<file path="config.mk">
export PLATFORM = sky130hd
export DESIGN_NAME = pdgm_isqrt
export DESIGN_NICKNAME = d
export VERILOG_FILES = /design/src/rtl/pdgm_pkg.sv /design/src/rtl/pdgm_isqrt.sv
export SDC_FILE = /design/constraint.sdc
export NUM_CORES = 1
export LEC_CHECK = 0
export ABC_AREA = 1
export BUFFER_PORTS_ARGS = -buffer_cell sky130_fd_sc_hd__buf_2
export CAP_MARGIN = 10
export CELL_PAD_IN_SITES_DETAIL_PLACEMENT = 1
export CELL_PAD_IN_SITES_GLOBAL_PLACEMENT = 2
export CORE_MARGIN = 3
export CORE_UTILIZATION = 35
export DETAILED_ROUTE_END_ITERATION = 16
export GPL_TIMING_DRIVEN = 0
export PLACE_DENSITY_LB_ADDON = 0.1
export SYNTH_ARGS = -nofsm -noshare
export SYNTH_HDL_FRONTEND = slang
export SYNTH_SLANG_ARGS = --single-unit
</file>
<file path="constraint.sdc">
create_clock -name clk -period 4.4 [get_ports clk]
set_input_delay 0.22 -clock clk [delete_from_list [all_inputs] [get_ports clk]]
set_output_delay 0.22 -clock clk [all_outputs]
set_load 0.03 [all_outputs]
</file>
<file path="src/rtl/pdgm_pkg.sv">
`timescale 1ns / 1ps
// Shared constants and types for the pairwise distance / group minimum unit.
// No dependencies.
package pdgm_pkg;

	localparam int MAX_ATOMS_DEF  = 64;
	localparam int MAX_GROUPS_DEF = 16;
	localparam int COORD_BITS_DEF = 24;

	localparam int CMD_W   = 2;
	localparam int KIND_W  = 2;
	localparam int GRP_W   = 4;
	localparam int OTHER_W = 6;
	localparam int DIST_W  = 25;
	localparam int OUT_DW  = ((OTHER_W + DIST_W + 7) / 8) * 8;

	// one squared axis operand, the three-term sum and its root
	localparam int SQ_W   = 26;
	localparam int ACC_W  = 2 * SQ_W + 2;
	localparam int ROOT_W = ACC_W / 2;

	localparam logic [DIST_W-1:0] DIST_NONE = '1;
	localparam logic [DIST_W-1:0] DIST_SAT  = {{(DIST_W-1){1'b1}}, 1'b0};

	typedef enum logic [CMD_W-1:0] {
		CMD_CLEAR = 2'd0,
		CMD_ADD   = 2'd1,
		CMD_QUERY = 2'd2
	} cmd_t;

	typedef enum logic [KIND_W-1:0] {
		KIND_PAIR  = 2'd0,
		KIND_GROUP = 2'd1,
		KIND_OVF   = 2'd2
	} kind_t;

endpackage

</file>
<file path="src/rtl/pdgm_isqrt.sv">
`timescale 1ns / 1ps
// Restoring integer square root, one result bit per cycle.
// Depends on pdgm_pkg.
module pdgm_isqrt (
	input  logic                        clk,
	input  logic                        arst_n,
	input  logic                        start,
	input  logic [pdgm_pkg::ACC_W-1:0]  rad,
	output logic                        done,
	output logic [pdgm_pkg::ROOT_W-1:0] root
);
	import pdgm_pkg::*;

	localparam int CNT_W = $clog2(ROOT_W + 1);

	logic [ACC_W-1:0]  rad_q;
	logic [ROOT_W+1:0] rem_q;
	logic [ROOT_W-1:0] root_q;
	logic [CNT_W-1:0]  cnt_q;
	logic              run_q;
	logic              done_q;
	logic [ROOT_W+1:0] rem_nx;
	logic [ROOT_W+1:0] trial;

	always_comb begin
		rem_nx = {rem_q[ROOT_W-1:0], rad_q[ACC_W-1:ACC_W-2]};
		trial  = {root_q, 2'b01};
	end

	always_ff @(posedge clk or negedge arst_n) begin
		if (!arst_n) begin
			run_q  <= 1'b0;
			done_q <= 1'b0;
			cnt_q  <= '0;
		end else begin
			done_q <= run_q && (cnt_q == CNT_W'(ROOT_W - 1));
			if (start) begin
				run_q <= 1'b1;
				cnt_q <= '0;
			end else if (run_q) begin
				cnt_q <= cnt_q + 1'b1;
				if (cnt_q == CNT_W'(ROOT_W - 1))
					run_q <= 1'b0;
			end
		end
	end

	always_ff @(posedge clk) begin
		if (start) begin
			rad_q  <= rad;
			rem_q  <= '0;
			root_q <= '0;
		end else if (run_q) begin
			rad_q <= rad_q << 2;
			if (rem_nx >= trial) begin
				rem_q  <= rem_nx - trial;
				root_q <= {root_q[ROOT_W-2:0], 1'b1};
			end else begin
				rem_q  <= rem_nx;
				root_q <= {root_q[ROOT_W-2:0], 1'b0};
			end
		end
	end

	assign done = done_q;
	assign root = root_q;

endmodule

</file>
# Yosys cells after proc, flatten, opt, wreduce, memory -nomap -nowiden
# Index checks and enable logic that the tools add are counted.
# totals
ff_bits,115
latch_bits,0
ramBits,0
mem_bits_ro,0
input_bits,57
output_inout_bits,28
elab_cells,21
mem_count,0
# classes
n_addsub,2
mul,0
div,0
n_lt_le_gt_ge,1
n_eq_ne,1
shifts,0
n_mux,9
bitwise_logic,0
n_reduce_logical,2
# op_table
cell,n
$mux 54,2
$ge 29x29->1,1
$mux 27,1
$sub 27x27->27,1
$mux 5,2
$add 5x1->5 const B,1
$eq 5x5->1 const B,1
$mux 1,4
$reduce_bool 2->1,1
$logic_and 1x1->1,1

# Depth between registers and ports, before layout
# logic_depth
ltp_word,4
ltp_mapped,17
depth_no_buf,16

# Least setup slack after synthesis
# OpenSTA, ideal clock, no wires.
# synth_path
path_kind,input -> register
from,input port start
to,"register rad_q[0], enable pin"
setup_time_ns,0.440
t_arrival_ns,2.290
t_required_ns,3.960
path_slack_ns,1.670
path_stages,4
n_path_buf,2
path_cell_list,clkbuf_1 nor2_2 inv_1 clkbuf_1
# synth_between
elab_chain_cells,1
# synth_rtl
element,line,source
start: declaration,pdgm_isqrt.sv:7,"input logic start,"
$reduce_bool 2->1 (no line),-,
end signal: assignment,pdgm_isqrt.sv:50,rad_q <= rad;
end signal: assignment,pdgm_isqrt.sv:54,rad_q <= rad_q << 2;
end: declaration,pdgm_isqrt.sv:16,logic [ACC_W-1:0] rad_q;
# Every way passes these cells.
# A chain may end at the register's enable or synchronous reset.

# Worst setup path after layout
# layout_path
from,register root_q[20] (netlist: root[20])
to,register rem_q[13]
# layout_between
elab_chain_cells,2
# layout_rtl
element,line,source
start: declaration,pdgm_isqrt.sv:18,logic [ROOT_W-1:0] root_q;
start signal: assignment,pdgm_isqrt.sv:57,"root_q <= {root_q[ROOT_W-2:0], 1'b1};"
start signal: assignment,pdgm_isqrt.sv:60,"root_q <= {root_q[ROOT_W-2:0], 1'b0};"
$ge 29x29->1,pdgm_isqrt.sv:55,if (rem_nx >= trial) begin
$mux 27,pdgm_isqrt.sv:55,
end signal: assignment,pdgm_isqrt.sv:56,rem_q <= rem_nx - trial;
end signal: assignment,pdgm_isqrt.sv:59,rem_q <= rem_nx;
end: declaration,pdgm_isqrt.sv:17,logic [ROOT_W+1:0] rem_q;
# Every way passes these cells.

==> impl_metrics.csv <==
group,metric,value,unit
global_routing,met2_usage,34.4,%
status,status,"completed",
routing,drtAntennaViolNets,0,
sta,worst_pin_slew,840,ps
synth,synthArstFlopShare,6.09,%
critical_path,start_kind,"register",
clock_network,cts_tree,"yes",
synth,synth_top_area_cell,"edfxtp_1",
synth,synth_warnings,0,
clock_network,clock_latency,430,ps
synth,syn_inst,923,
sta,skew,15.4,ps
placed_design,place.port_buffers,83,
clock_network,htree_levels,4,
synth,synth_top_cell_area_share,24.5,%
routing,num_vias,6063,
synth,synth_xor_area_share,1.32,%
clock_network,clock_sink_count,115,
floorplan,die_w,144,µm
global_routing,track_usage,19.7,%
pwr,cellPowerDensity,704,nW/µm²
global_routing,met3_usage,3.96,%
floorplan,core_area,18300,µm²
final_layout,drive_above_1_share,14.5,%
floorplan,rows,49,
critical_path,crit_buf_inv,2,
routing,wl_per_cell,15.3,µm
clock_network,root_buffer,"clkbuf_16",
pwr,p_leak,4.09,nW
sta,fmax,0.411,GHz
placed_design,dpl_worst_slack,2010,ps
sta,finalSetupViolCount,0,
critical_path,critPathMaxStageDelay,390,ps
synth,synth_flop_cell,"edfxtp_1",
synth,synthTopCellsByArea,"edfxtp_1 (24%), nand2_1 (24%), dfxtp_1 (16%)",
global_routing,grt.overflow.total,0,
final_layout,num-nets-final,1114,
final_layout,area_delta_synth_final,19.0,%
synth,synth-adder-area-share,5.86,%
critical_path,crit_family,"simple AND/OR/NAND/NOR gates",
routing,via_per_inst,4.78,
critical_path,cp_data_required_time,4760,ps
global_routing,grt.busiest_layer,"met2",
placed_design,place_inst,1235,
sta,finalHoldViolCount,0,
critical_path,crit_top_cell,"nand2_1",
clock_network,post-cts-setup-buffers,0,
floorplan,dieHeight,144,µm
final_layout,seqCellArea,2880,µm²
clock_network,numCtsBuffers,17,
sta,post-route-period-util,55.3,%
placed_design,hpwl,15.1,mm
critical_path,cp_slowest_cell,"ha_1",
synth,synth_compound_area_share,7.23,%
global_routing,grt_start_max_net_pins,64,
routing,routed_wl,19.4,mm
routing,drcViolationCount,0,
clock_network,clock_path_buffers,2,
clock_network,clk_pin_slew,70,ps
global_routing,grt_pass1_wl,31.6,mm
routing,dr.pass1.iters,5,
synth,syn_area,6620,µm²
critical_path,end_kind,"register",
final_layout,multi_input_area,3200,µm²
final_layout,n_antenna_cell,0,
synth,syn_nets,1011,
sta,relSlewSlack,44.0,%
min_path,min_path_type,"input pin to register",
synth,synth_edf_count,54,
floorplan,start_util,36.3,%
sta,setup_tns,0,ps
sta,slew_viol_final,0,
pwr,ir_worst_vdd,307,µV
critical_path,path_cells,"inv_1 -> ha_1 -> nand2_1 -> nand2_1 -> nand2_1 -> nand2_1 -> nand2_1 -> nand2_1 -> a31oi_2 -> buf_2 -> nand3_1 -> nand2_1 -> nand2_1 -> nand2_1",
synth,syn-mean-instance-area,7.18,µm²
synth,ys_seq_area_share,43.4,%
routing,drtIter0Drc,221,
flow_run,drv_cap,0,
floorplan,die-area,20600,µm²
global_routing,grt_pass1_vias,6264,
placed_design,gp_congestion,0.817,
critical_path,worst-setup-path-type,"register to register",
sta,period_needed,2430,ps
final_layout,final_cells,1268,
floorplan,ioPinCount,85,
synth,synthSimpleGateAreaFrac,33.8,%
global_routing,antenna_found_initial,0,
sta,setup_slack,1970,ps
critical_path,arrival,2790,ps
sta,rsz0062_at_grt,"false",
critical_path,critical_path.max_fanout,10,
synth,ys_types,37,
global_routing,grt_use_met1,25.0,%
synth,synth_top_family_by_area,"simple AND/OR/NAND/NOR gates",
final_layout,nFillCells,2408,
synth,muxShareOfSynthArea,0,%
synth,ys_ff_latch,115,
==> logic make-up (layout without fill, tap and decap cells) <==
kind of cell / after synthesis / in the layout
AO/OA/AOI/OAI: 84 / 84
flip-flops: 115 / 115
XOR/XNOR: 10 / 10
buffers and inverters: 136 / 252
AND/OR/NAND/NOR: 547 / 547
adder cells (fa/ha/maj): 31 / 31
==> worst paths after layout <==
| path | startpoint | to | slack (ps) | depth (start not counted) |
|---|---|---|---|---|
| setup / recovery | root[20]$_SDFFE_PP0P_ | rem_q[13]$_SDFFE_PP0P_ | 1970 | 14 |
| hold / removal | rad[20] | rad_q[20]$_DFFE_PP_ | 60 | 3 |
| setup reg to reg | root[20]$_SDFFE_PP0P_ | rem_q[13]$_SDFFE_PP0P_ | 1970 | 14 |
| hold reg to reg | rem_q[26]$_SDFFE_PP0P_ | rem_q[26]$_SDFFE_PP0P_ | 470 | 2 |
| max in group asynchronous | arst_n | cnt_q[1]$_DFFE_PN0P_ | 4040 | 2 |
| min in group asynchronous | arst_n | cnt_q[2]$_DFFE_PN0P_ | 190 | 2 |
==> state kept, by name, summed over array words and instances, names as in the netlist <==
name and count:
rad_q 54, run_q 1, rem_q 27, cnt_q 5, done 1, root 27
==> worst register-to-register path, delay by kind of cell (launching register included) <==
family          cells  cell delay (ps)
simple gates       10              840
buf+inv             2              470
fa+ha+maj           1              390
compound gates      1              360
flops               1              330
==> report_power, final <==
| part | total [mW] | internal, mW | switching, mW |
|---|---|---|---|
| registers | 1.37 | 1.28 | 0.0916 |
| logic | 2.88 | 0.957 | 1.93 |
| clock network | 1.30 | 0.732 | 0.567 |
| total | 5.55 | 2.97 | 2.58 |
==> stage by stage <==
stage	power, mW	cell area (µm²)	util [%]	hold slack [ps]
6_report	5.55	7880	43.2	58.1
5_1_grt	6.07	7880	43.2	57.1
4_1_cts	5.62	7880	43.2	40.5
3_5_place_dp	4.29	7330	40.1	65.0
3_3_place_gp	4.27	7330	40.1	64.9
2_1_floorplan	3.47	6620	-	-75.6
==> cell usage after synthesis (6+ instances only) <==
| master | instances |
|---|---|
| nor2_1 | 36 |
| dfxtp_1 | 54 |
| o21ai_0 | 14 |
| o21ai_1 | 6 |
| nor3_1 | 6 |
| o22ai_1 | 27 |
| nand2_2 | 8 |
| nand2_1 | 418 |
| ha_1 | 31 |
| nor2_2 | 10 |
| inv_1 | 104 |
| dfrtp_1 | 7 |
| a21oi_1 | 30 |
| xor2_1 | 7 |
| clkbuf_1 | 17 |
| edfxtp_1 | 54 |
| nand4_1 | 11 |
| nand3_1 | 50 |
==> per-layer routing <==
metal  part of all wire (%)  wire length [µm]
met1                     46              8960
met2                     49              9480
met3                    3.3               639
met4                    1.4               274
met5                      0                 0
==> layout by cell type (no fill, tap or decap), types with 10 or more instances in the layout <==
cell       synthesis  layout
ha_1              31      31
inv_1            104     104
nor2_2            10      10
nand2_1          418     418
clkbuf_1          17      16
o22ai_1           27      27
clkbuf_16          0      17
nand3_1           50      50
a21oi_1           30      30
buf_2              5      88
edfxtp_1          54      54
dfxtp_1           54      54
nand4_1           11      11
nor2_1            36      36
o21ai_0           14      14
==> timing repair <==
item / in CTS / in global routing
hold buffers: 1 / 0
resized for setup: 0 / 0
endpoints found under the hold margin: 7 / 0
==> layout make-up <==
| class | count | area share [%] |
|---|---|---|
| Multi-Input combinational cell | 672 | 40.5 |
| Sequential cell | 115 | 36.5 |
| Clock buffer | 17 | 5.40 |
| Timing Repair Buffer | 84 | 5.40 |
| Inverter | 108 | 5.14 |
| Tap cell | 229 | 3.63 |
| Buffer | 28 | 1.89 |
| Clock inverter | 15 | 1.51 |
Power figures use the tool's default switching activity.
