## config.mk

```make
export PLATFORM = sky130hd
export DESIGN_NAME = pdgm_sqsum
export DESIGN_NICKNAME = d
export VERILOG_FILES = /design/src/rtl/pdgm_pkg.sv /design/src/rtl/pdgm_sqsum.sv
export SDC_FILE = /design/constraint.sdc
export NUM_CORES = 2
export LEC_CHECK = 0
export BUFFER_PORTS_ARGS = -buffer_cell sky130_fd_sc_hd__buf_2
export CAP_MARGIN = 20
export CORE_MARGIN = 2
export CORE_UTILIZATION = 50
export CTS_CLUSTER_SIZE = 20
export DETAILED_ROUTE_END_ITERATION = 8
export HOLD_SLACK_MARGIN = 0.05
export PLACE_DENSITY = 0.78
export SLEW_MARGIN = 20
export SYNTH_ARGS = -nofsm -noshare
export SYNTH_HDL_FRONTEND = slang
export SYNTH_SLANG_ARGS = --single-unit
export TNS_END_PERCENT = 20
```

## constraint.sdc

```tcl
create_clock -name clk -period 20.7 [get_ports clk]
set_input_delay 1.035 -clock clk [delete_from_list [all_inputs] [get_ports clk]]
set_output_delay 1.035 -clock clk [all_outputs]
set_load 0.1 [all_outputs]
```

## src/rtl/pdgm_pkg.sv

```systemverilog
`timescale 1ns / 1ps
// Shared constants and types for the pairwise distance / group minimum unit.
// No dependencies.
package pdgm_pkg;

	localparam int MAX_ATOMS_DEF  = 64;
	localparam int MAX_GROUPS_DEF = 16;
	localparam int COORD_BITS_DEF = 24;

	localparam int CMD_W   = 2;
	localparam int KIND_W  = 2;
	localparam int GRP_W   = 4;
	localparam int OTHER_W = 6;
	localparam int DIST_W  = 25;
	localparam int OUT_DW  = ((OTHER_W + DIST_W + 7) / 8) * 8;

	// one squared axis operand, the three-term sum and its root
	localparam int SQ_W   = 26;
	localparam int ACC_W  = 2 * SQ_W + 2;
	localparam int ROOT_W = ACC_W / 2;

	localparam logic [DIST_W-1:0] DIST_NONE = '1;
	localparam logic [DIST_W-1:0] DIST_SAT  = {{(DIST_W-1){1'b1}}, 1'b0};

	typedef enum logic [CMD_W-1:0] {
		CMD_CLEAR = 2'd0,
		CMD_ADD   = 2'd1,
		CMD_QUERY = 2'd2
	} cmd_t;

	typedef enum logic [KIND_W-1:0] {
		KIND_PAIR  = 2'd0,
		KIND_GROUP = 2'd1,
		KIND_OVF   = 2'd2
	} kind_t;

endpackage

```

## src/rtl/pdgm_sqsum.sv

```systemverilog
`timescale 1ns / 1ps
// Sum of three squares on one shared multiplier, one axis per cycle.
// Depends on pdgm_pkg.
module pdgm_sqsum (
	input  logic                       clk,
	input  logic                       arst_n,
	input  logic                       start,
	input  logic [pdgm_pkg::SQ_W-1:0]  dx,
	input  logic [pdgm_pkg::SQ_W-1:0]  dy,
	input  logic [pdgm_pkg::SQ_W-1:0]  dz,
	output logic                       done,
	output logic [pdgm_pkg::ACC_W-1:0] sum
);
	import pdgm_pkg::*;

	logic [SQ_W-1:0]   a_q, b_q, c_q;
	logic [2*SQ_W-1:0] prod_q;
	logic [ACC_W-1:0]  acc_q;
	logic [1:0]        phase_q;
	logic              run_q;
	logic              done_q;

	always_ff @(posedge clk or negedge arst_n) begin
		if (!arst_n) begin
			run_q   <= 1'b0;
			done_q  <= 1'b0;
			phase_q <= '0;
		end else begin
			done_q <= run_q && (phase_q == 2'd3);
			if (start) begin
				run_q   <= 1'b1;
				phase_q <= '0;
			end else if (run_q) begin
				phase_q <= phase_q + 2'd1;
				if (phase_q == 2'd3)
					run_q <= 1'b0;
			end
		end
	end

	always_ff @(posedge clk) begin
		if (start) begin
			a_q   <= dx;
			b_q   <= dy;
			c_q   <= dz;
			acc_q <= '0;
		end else if (run_q) begin
			prod_q <= a_q * a_q;
			a_q    <= b_q;
			b_q    <= c_q;
			if (phase_q != 2'd0)
				acc_q <= acc_q + ACC_W'(prod_q);
		end
	end

	assign done = done_q;
	assign sum  = acc_q;

endmodule

```

# Yosys cells after proc, flatten, opt, wreduce, memory -nomap -nowiden
# Index checks and enable logic that the tools add are counted.
# word_totals
inputBits	81
ff_bits	188
out_inout_bits	55
word_cells	27
# op_classes
mul	1
n_reduce_logical	5
mux	9
bitwise	1
eq_ne	1
add_sub_neg	2
# op_table
op	count
26-bit 2-to-1 mux	4
54-bit by 52-bit adder with 54-bit output	1
26-bit by 26-bit multiplier with 52-bit output	1
2-bit 2-to-1 mux	2
2-bit AND reduction	2
2-bit nonzero test	2
1-bit 2-to-1 mux	3
2-bit by 1-bit adder with 2-bit output, second input constant	1
2-bit == test, second input constant	1
1-bit logical AND	1
1-bit NOT	1

# Depth between registers and ports, before layout
# logic_depth
ltp_word	4
depth_mapped	27
mapped_depth_nobuf	26

# Least setup slack after synthesis
# Ideal clock, no wire load.
# synth_timing
path_type	register -> register
start	register a_q[10]
end	register prod_q[50], data pin
setup_time_ns	0.190
arrival_ns	6.817
path_stages_with_launch	26
required_ns	20.510
period_less_slack_ns	7.007
path_slack_ns	13.693
path_buffers	2
path_cell_list	edfxtp_1 > clkbuf_1 > clkbuf_1 > nand2_1 > fa_1 > inv_1 > fa_1 > inv_1 > fa_1 > fa_1 > inv_1 > fa_1 > fa_1 > inv_1 > fa_1 > inv_1 > ha_1 > a21oi_2 > o21bai_1 > a21o_1 > a21o_1 > a221o_1 > and2_4 > or4_4 > and4_4 > a2111oi_2
# synth_via
elab_chain_len	1
# synth_rtl
item	line	rtl
start, declared	pdgm_sqsum.sv:16	logic [SQ_W-1:0] a_q, b_q, c_q;
start signal, assigned	pdgm_sqsum.sv:49	a_q <= b_q;
26-bit by 26-bit multiplier with 52-bit output	pdgm_sqsum.sv:48	prod_q <= a_q * a_q;
end signal, assigned	pdgm_sqsum.sv:48	
end, declared	pdgm_sqsum.sv:17	logic [2*SQ_W-1:0] prod_q;
# No other way between the ends.
# A chain may end at the register's enable or synchronous reset.

# Final worst setup path
# layout_timing
start	register a_q[17]
end	register prod_q[51], data pin
# Same word-level chain as after synthesis.

==> impl_results.html <==
<table>
<tr><th>Metric</th><th>Value</th></tr>
<tr><th colspan="2">Clock tree</th></tr>
<tr><td>Cts-stage hold buffer count</td><td>0</td></tr>
<tr><td>Buffers from clock root to sink, at most</td><td>2</td></tr>
<tr><td>Clock buffer count from CTS</td><td>17</td></tr>
<tr><td>Maximum level of the CTS H-tree</td><td>4</td></tr>
<tr><td>Number of setup buffers added after CTS</td><td>0</td></tr>
<tr><td>Clk Tree Root Cell</td><td>sky130_fd_sc_hd__clkbuf_16</td></tr>
<tr><td>Number of clock sinks seen by CTS</td><td>~190</td></tr>
<tr><td>Insertion delay of the later-clocked pin in the worst-skew pair</td><td>0.48 ns</td></tr>
<tr><td># resized after CTS</td><td>0</td></tr>
<tr><td>Clock tree from TritonCTS</td><td>done</td></tr>
<tr><td>Clock transition at the registers of the reported paths</td><td>0.07 ns</td></tr>
<tr><th colspan="2">Routing</th></tr>
<tr><td>Number of vias in the routed layout</td><td>21104</td></tr>
<tr><td>Residual DRC</td><td>0</td></tr>
<tr><td>First-pass iteration count of the detailed router</td><td>5</td></tr>
<tr><td>Detailed-route wire length per cell</td><td>17.81 microns</td></tr>
<tr><td>Via density per instance</td><td>5.400</td></tr>
<tr><td>Wirelength, routed</td><td>69590 microns</td></tr>
<tr><td>DRT antenna net count</td><td>0</td></tr>
<tr><td>DRC marker count from the first detailed-route iteration</td><td>1486</td></tr>
<tr><th colspan="2">Worst setup path</th></tr>
<tr><td>Critical Path Most Common Cell</td><td>sky130_fd_sc_hd__fa_1</td></tr>
<tr><td>Worst path max stage delay</td><td>0.96 ns</td></tr>
<tr><td>Cell with the biggest individual delay on the critical path</td><td>sky130_fd_sc_hd__edfxtp_1</td></tr>
<tr><td>Top fanout value on the critical path</td><td>21</td></tr>
<tr><td>Worst Setup End Kind</td><td>flop</td></tr>
<tr><td>Critical path class</td><td>flop to flop</td></tr>
<tr><td>Element type at the critical path start</td><td>flop</td></tr>
<tr><td>Cells traversed along the worst timing path</td><td>inv_1 &gt; nor2_1 &gt; fa_1 &gt; inv_1 &gt; fa_1 &gt; fa_1 &gt; inv_1 &gt; fa_1 &gt; inv_1 &gt; fa_1 &gt; fa_1 &gt; fa_1 &gt; inv_1 &gt; ha_1 &gt; nand2_1 &gt; o21ai_0 &gt; or2_2 &gt; nor4_1 &gt; o31ai_1 &gt; a31oi_1 &gt; o211ai_1 &gt; a31oi_1 &gt; a311oi_1</td></tr>
<tr><td>Data arrival time of the critical path</td><td>8.57 ns</td></tr>
<tr><td>Worst Path Required</td><td>20.99 ns</td></tr>
<tr><th colspan="2">Final layout</th></tr>
<tr><td>Commonest cells after routing, fill and taps aside</td><td>sky130_fd_sc_hd__inv_1 (727), sky130_fd_sc_hd__fa_1 (514), sky130_fd_sc_hd__nand2_1 (330), sky130_fd_sc_hd__ha_1 (252), sky130_fd_sc_hd__a21oi_1 (147)</td></tr>
<tr><td>ANT cells</td><td>0</td></tr>
<tr><td>P&amp;R area growth vs syn</td><td>6.986%</td></tr>
<tr><td>Commonest non-fill, non-tap cell in the layout</td><td>sky130_fd_sc_hd__inv_1</td></tr>
<tr><td>Utilization after layout</td><td>0.5410</td></tr>
<tr><td>Final std cells w/o fill</td><td>3908</td></tr>
<tr><td>Fraction of layout cells with a size suffix above 1</td><td>0.08941</td></tr>
<tr><td>Total Nets Final</td><td>3977</td></tr>
<tr><td>Fill cell count</td><td>slightly below 5000</td></tr>
<tr><th colspan="2">Floorplan</th></tr>
<tr><td>Row count</td><td>88</td></tr>
<tr><td>Width of the die</td><td>245.3 microns</td></tr>
<tr><td>Die Ht</td><td>roughly 250 microns</td></tr>
<tr><td>Initial core utilization</td><td>0.5057</td></tr>
<tr><td>CORE AREA</td><td>57590 sq um</td></tr>
<tr><td>Die area</td><td>~60000 sq um</td></tr>
<tr><td>Number of top-level pins</td><td>136</td></tr>
<tr><th colspan="2">Placed design</th></tr>
<tr><td>Cell total after placement</td><td>roughly 3900</td></tr>
<tr><td>Port Buf Inserts</td><td>roughly 140</td></tr>
<tr><td>RePlAce Congestion</td><td>0.9558</td></tr>
<tr><td>Placed wire-length estimate after detailed placement</td><td>55460 microns</td></tr>
<tr><th colspan="2">Synth</th></tr>
<tr><td>Total standard cell area after synthesis</td><td>29120 sq um</td></tr>
<tr><td>EDFF count, synth</td><td>between 100 and 150</td></tr>
<tr><td>Yosys cell types</td><td>78</td></tr>
<tr><td>Mean instance size in the synthesized netlist</td><td>approximately 9.5 sq um</td></tr>
<tr><td>Post-synthesis register bit count</td><td>187</td></tr>
<tr><td>Number of instances in the synthesized netlist</td><td>3057</td></tr>
<tr><td>Main flop type after synthesis</td><td>sky130_fd_sc_hd__edfxtp_1</td></tr>
<tr><td>Synth warn</td><td>0</td></tr>
<tr><td>Async S/R FF share, synth</td><td>0.02139</td></tr>
<tr><td>Post-synthesis sequential area ratio</td><td>0.1736</td></tr>
<tr><td>Net count after synthesis</td><td>3904</td></tr>
<tr><th colspan="2">GRT</th></tr>
<tr><td>Leftover overflow at the end of global routing</td><td>0</td></tr>
<tr><td>All-layer global routing usage</td><td>0.2399</td></tr>
<tr><td>Wire length of the first global-routing pass</td><td>113800 microns</td></tr>
<tr><td>Number of antenna violations at the first check in global routing</td><td>0</td></tr>
<tr><td>Number of global-route vias before repair</td><td>~22000</td></tr>
<tr><td>Pin count of the biggest net entering global routing</td><td>58</td></tr>
<tr><th colspan="2">STA</th></tr>
<tr><td>Max-slew violation total from the final report</td><td>0</td></tr>
<tr><td>RSZ-0062 raised after global routing</td><td>no</td></tr>
<tr><td>Worst-case headroom to the max-slew limit</td><td>0.3384</td></tr>
<tr><td>Sum of negative setup slack</td><td>0 ns</td></tr>
<tr><td>Number of endpoints with negative hold slack in the final report</td><td>0</td></tr>
<tr><td>Final count of negative-setup-slack endpoints</td><td>0</td></tr>
<tr><td>Post-route fraction of the period consumed by the critical path</td><td>0.3999</td></tr>
<tr><td>Fmax</td><td>around 120 MHz</td></tr>
<tr><td>Min Tclk post-route</td><td>8.277 ns</td></tr>
<tr><td>Setup Skew</td><td>between 0.015 and 0.02 ns</td></tr>
<tr><td>Slew @ Worst Pin</td><td>0.9924 ns</td></tr>
<tr><th colspan="2">Flow run</th></tr>
<tr><td>Max-cap viol count</td><td>0</td></tr>
<tr><th colspan="2">Status</th></tr>
<tr><td>Outcome</td><td>finished, final reports clean</td></tr>
<tr><th colspan="2">Min path</th></tr>
<tr><td>Type of the tightest min-delay check</td><td>primary input to async pin</td></tr>
</table>
## flip-flops by register name, summed over array words and instances, names as in the netlist
signal   count
a_q         26
b_q         26
c_q         26
done         1
phase_q      2
prod_q      51
run_q        1
sum         54
## metal layers
| layer | vias to the layer above | track usage | share of wire |
|---|---|---|---|
| met3 | 156 | 0.04431 | 0.070 |
| met5 | - | 0 | 0 |
| met2 | 780 | 0.4065 | 0.49 |
| met1 | 10482 | 0.3035 | 0.40 |
| met4 | 0 | 0.09715 | 0.038 |
| li1 | 9686 | - | - |
## final cells by class
class / count / area, sq um / share of cell area
clock buffer: 17 / 425.4 / 0.01365
sequential: 187 / 5055 / 0.1622
inverter: 727 / 2729 / 0.08759
multi-input combinational: 2036 / 20940 / 0.6720
tap: 765 / 957.2 / 0.03072
timing repair buffer: 161 / 920.9 / 0.02956
clock inverter: 15 / 132.6 / 0.004257
## cell usage after synthesis (5+ instances only)
cell type	number	area share
sky130_fd_sc_hd__ha_1	252	0.11
sky130_fd_sc_hd__inv_1	727	0.094
sky130_fd_sc_hd__a31oi_1	18	0.0039
sky130_fd_sc_hd__o21ai_0	54	0.0093
sky130_fd_sc_hd__or3_1	8	0.0017
sky130_fd_sc_hd__a211oi_1	11	0.0028
sky130_fd_sc_hd__o31ai_1	10	0.0026
sky130_fd_sc_hd__and2_1	138	0.030
sky130_fd_sc_hd__clkbuf_1	90	0.012
sky130_fd_sc_hd__nor3_1	25	0.0043
sky130_fd_sc_hd__or2_2	12	0.0026
sky130_fd_sc_hd__and3_1	14	0.0030
sky130_fd_sc_hd__nor4_1	5	0.0011
sky130_fd_sc_hd__xor2_1	38	0.011
sky130_fd_sc_hd__o21a_1	13	0.0034
sky130_fd_sc_hd__nand2_1	330	0.043
sky130_fd_sc_hd__o211ai_1	13	0.0034
sky130_fd_sc_hd__nand4_1	21	0.0045
sky130_fd_sc_hd__fa_1	514	0.35
sky130_fd_sc_hd__buf_1	10	0.0013
sky130_fd_sc_hd__nor2_1	91	0.012
sky130_fd_sc_hd__nor2b_1	16	0.0034
sky130_fd_sc_hd__xnor2_1	58	0.017
sky130_fd_sc_hd__nand2b_1	14	0.0030
sky130_fd_sc_hd__a21o_1	60	0.015
sky130_fd_sc_hd__o21ai_1	7	0.0012
sky130_fd_sc_hd__nand3_1	16	0.0027
sky130_fd_sc_hd__o21bai_1	24	0.0062
sky130_fd_sc_hd__edfxtp_1	129	0.13
sky130_fd_sc_hd__a21oi_1	147	0.025
sky130_fd_sc_hd__mux2_2	56	0.022
sky130_fd_sc_hd__dfxtp_1	54	0.037
## final timing paths
path | startpoint | end | slack, ns | cells past startpoint
worst max-delay path | a_q[17] | prod_q[51] | 12.42 | 23
max in group asynchronous | arst_n | phase_q[0] | 20.23 | 1
worst min-delay path | arst_n | phase_q[1] | 0.36 | 1
min in group clk | sum[18] | sum[18] | 0.48 | 2
worst max register to register | a_q[17] | prod_q[51] | 12.42 | 23
worst min register to register | sum[18] | sum[18] | 0.48 | 2
## cells by family after synthesis
logic type	Yosys count	synth area share
xor+xnor	96	0.02887
flops	187	0.1736
compound gates	407	0.08959
simple gates	707	0.1153
buf+inv	834	0.1080
fa+ha+maj	766	0.4616
mux	60	0.02303
## worst max-delay path: cells and delay by family, from the launching register on
| kind | cells | cell delay (ns) |
|---|---|---|
| buf+inv | 5 | 0.65 |
| simple gates | 4 | 0.66 |
| fa+ha+maj | 8 | 3.74 |
| flops | 1 | 0.96 |
| compound gates | 6 | 2.06 |
## through the flow
step	area, sq um	hold slack, ns	setup WS [ns]
3_5_place_dp	30530	0.4683	12.54
2_1_floorplan	29120	0.5126	13.69
5_1_grt	31150	0.3463	12.02
4_1_cts	31080	0.3424	12.49
6_report	31150	0.3581	12.42
3_3_place_gp	30530	0.4606	12.74
Power is left out: the tool's default activity adds up to more than one toggle a clock period on the data nets, which glitch-free logic cannot reach.
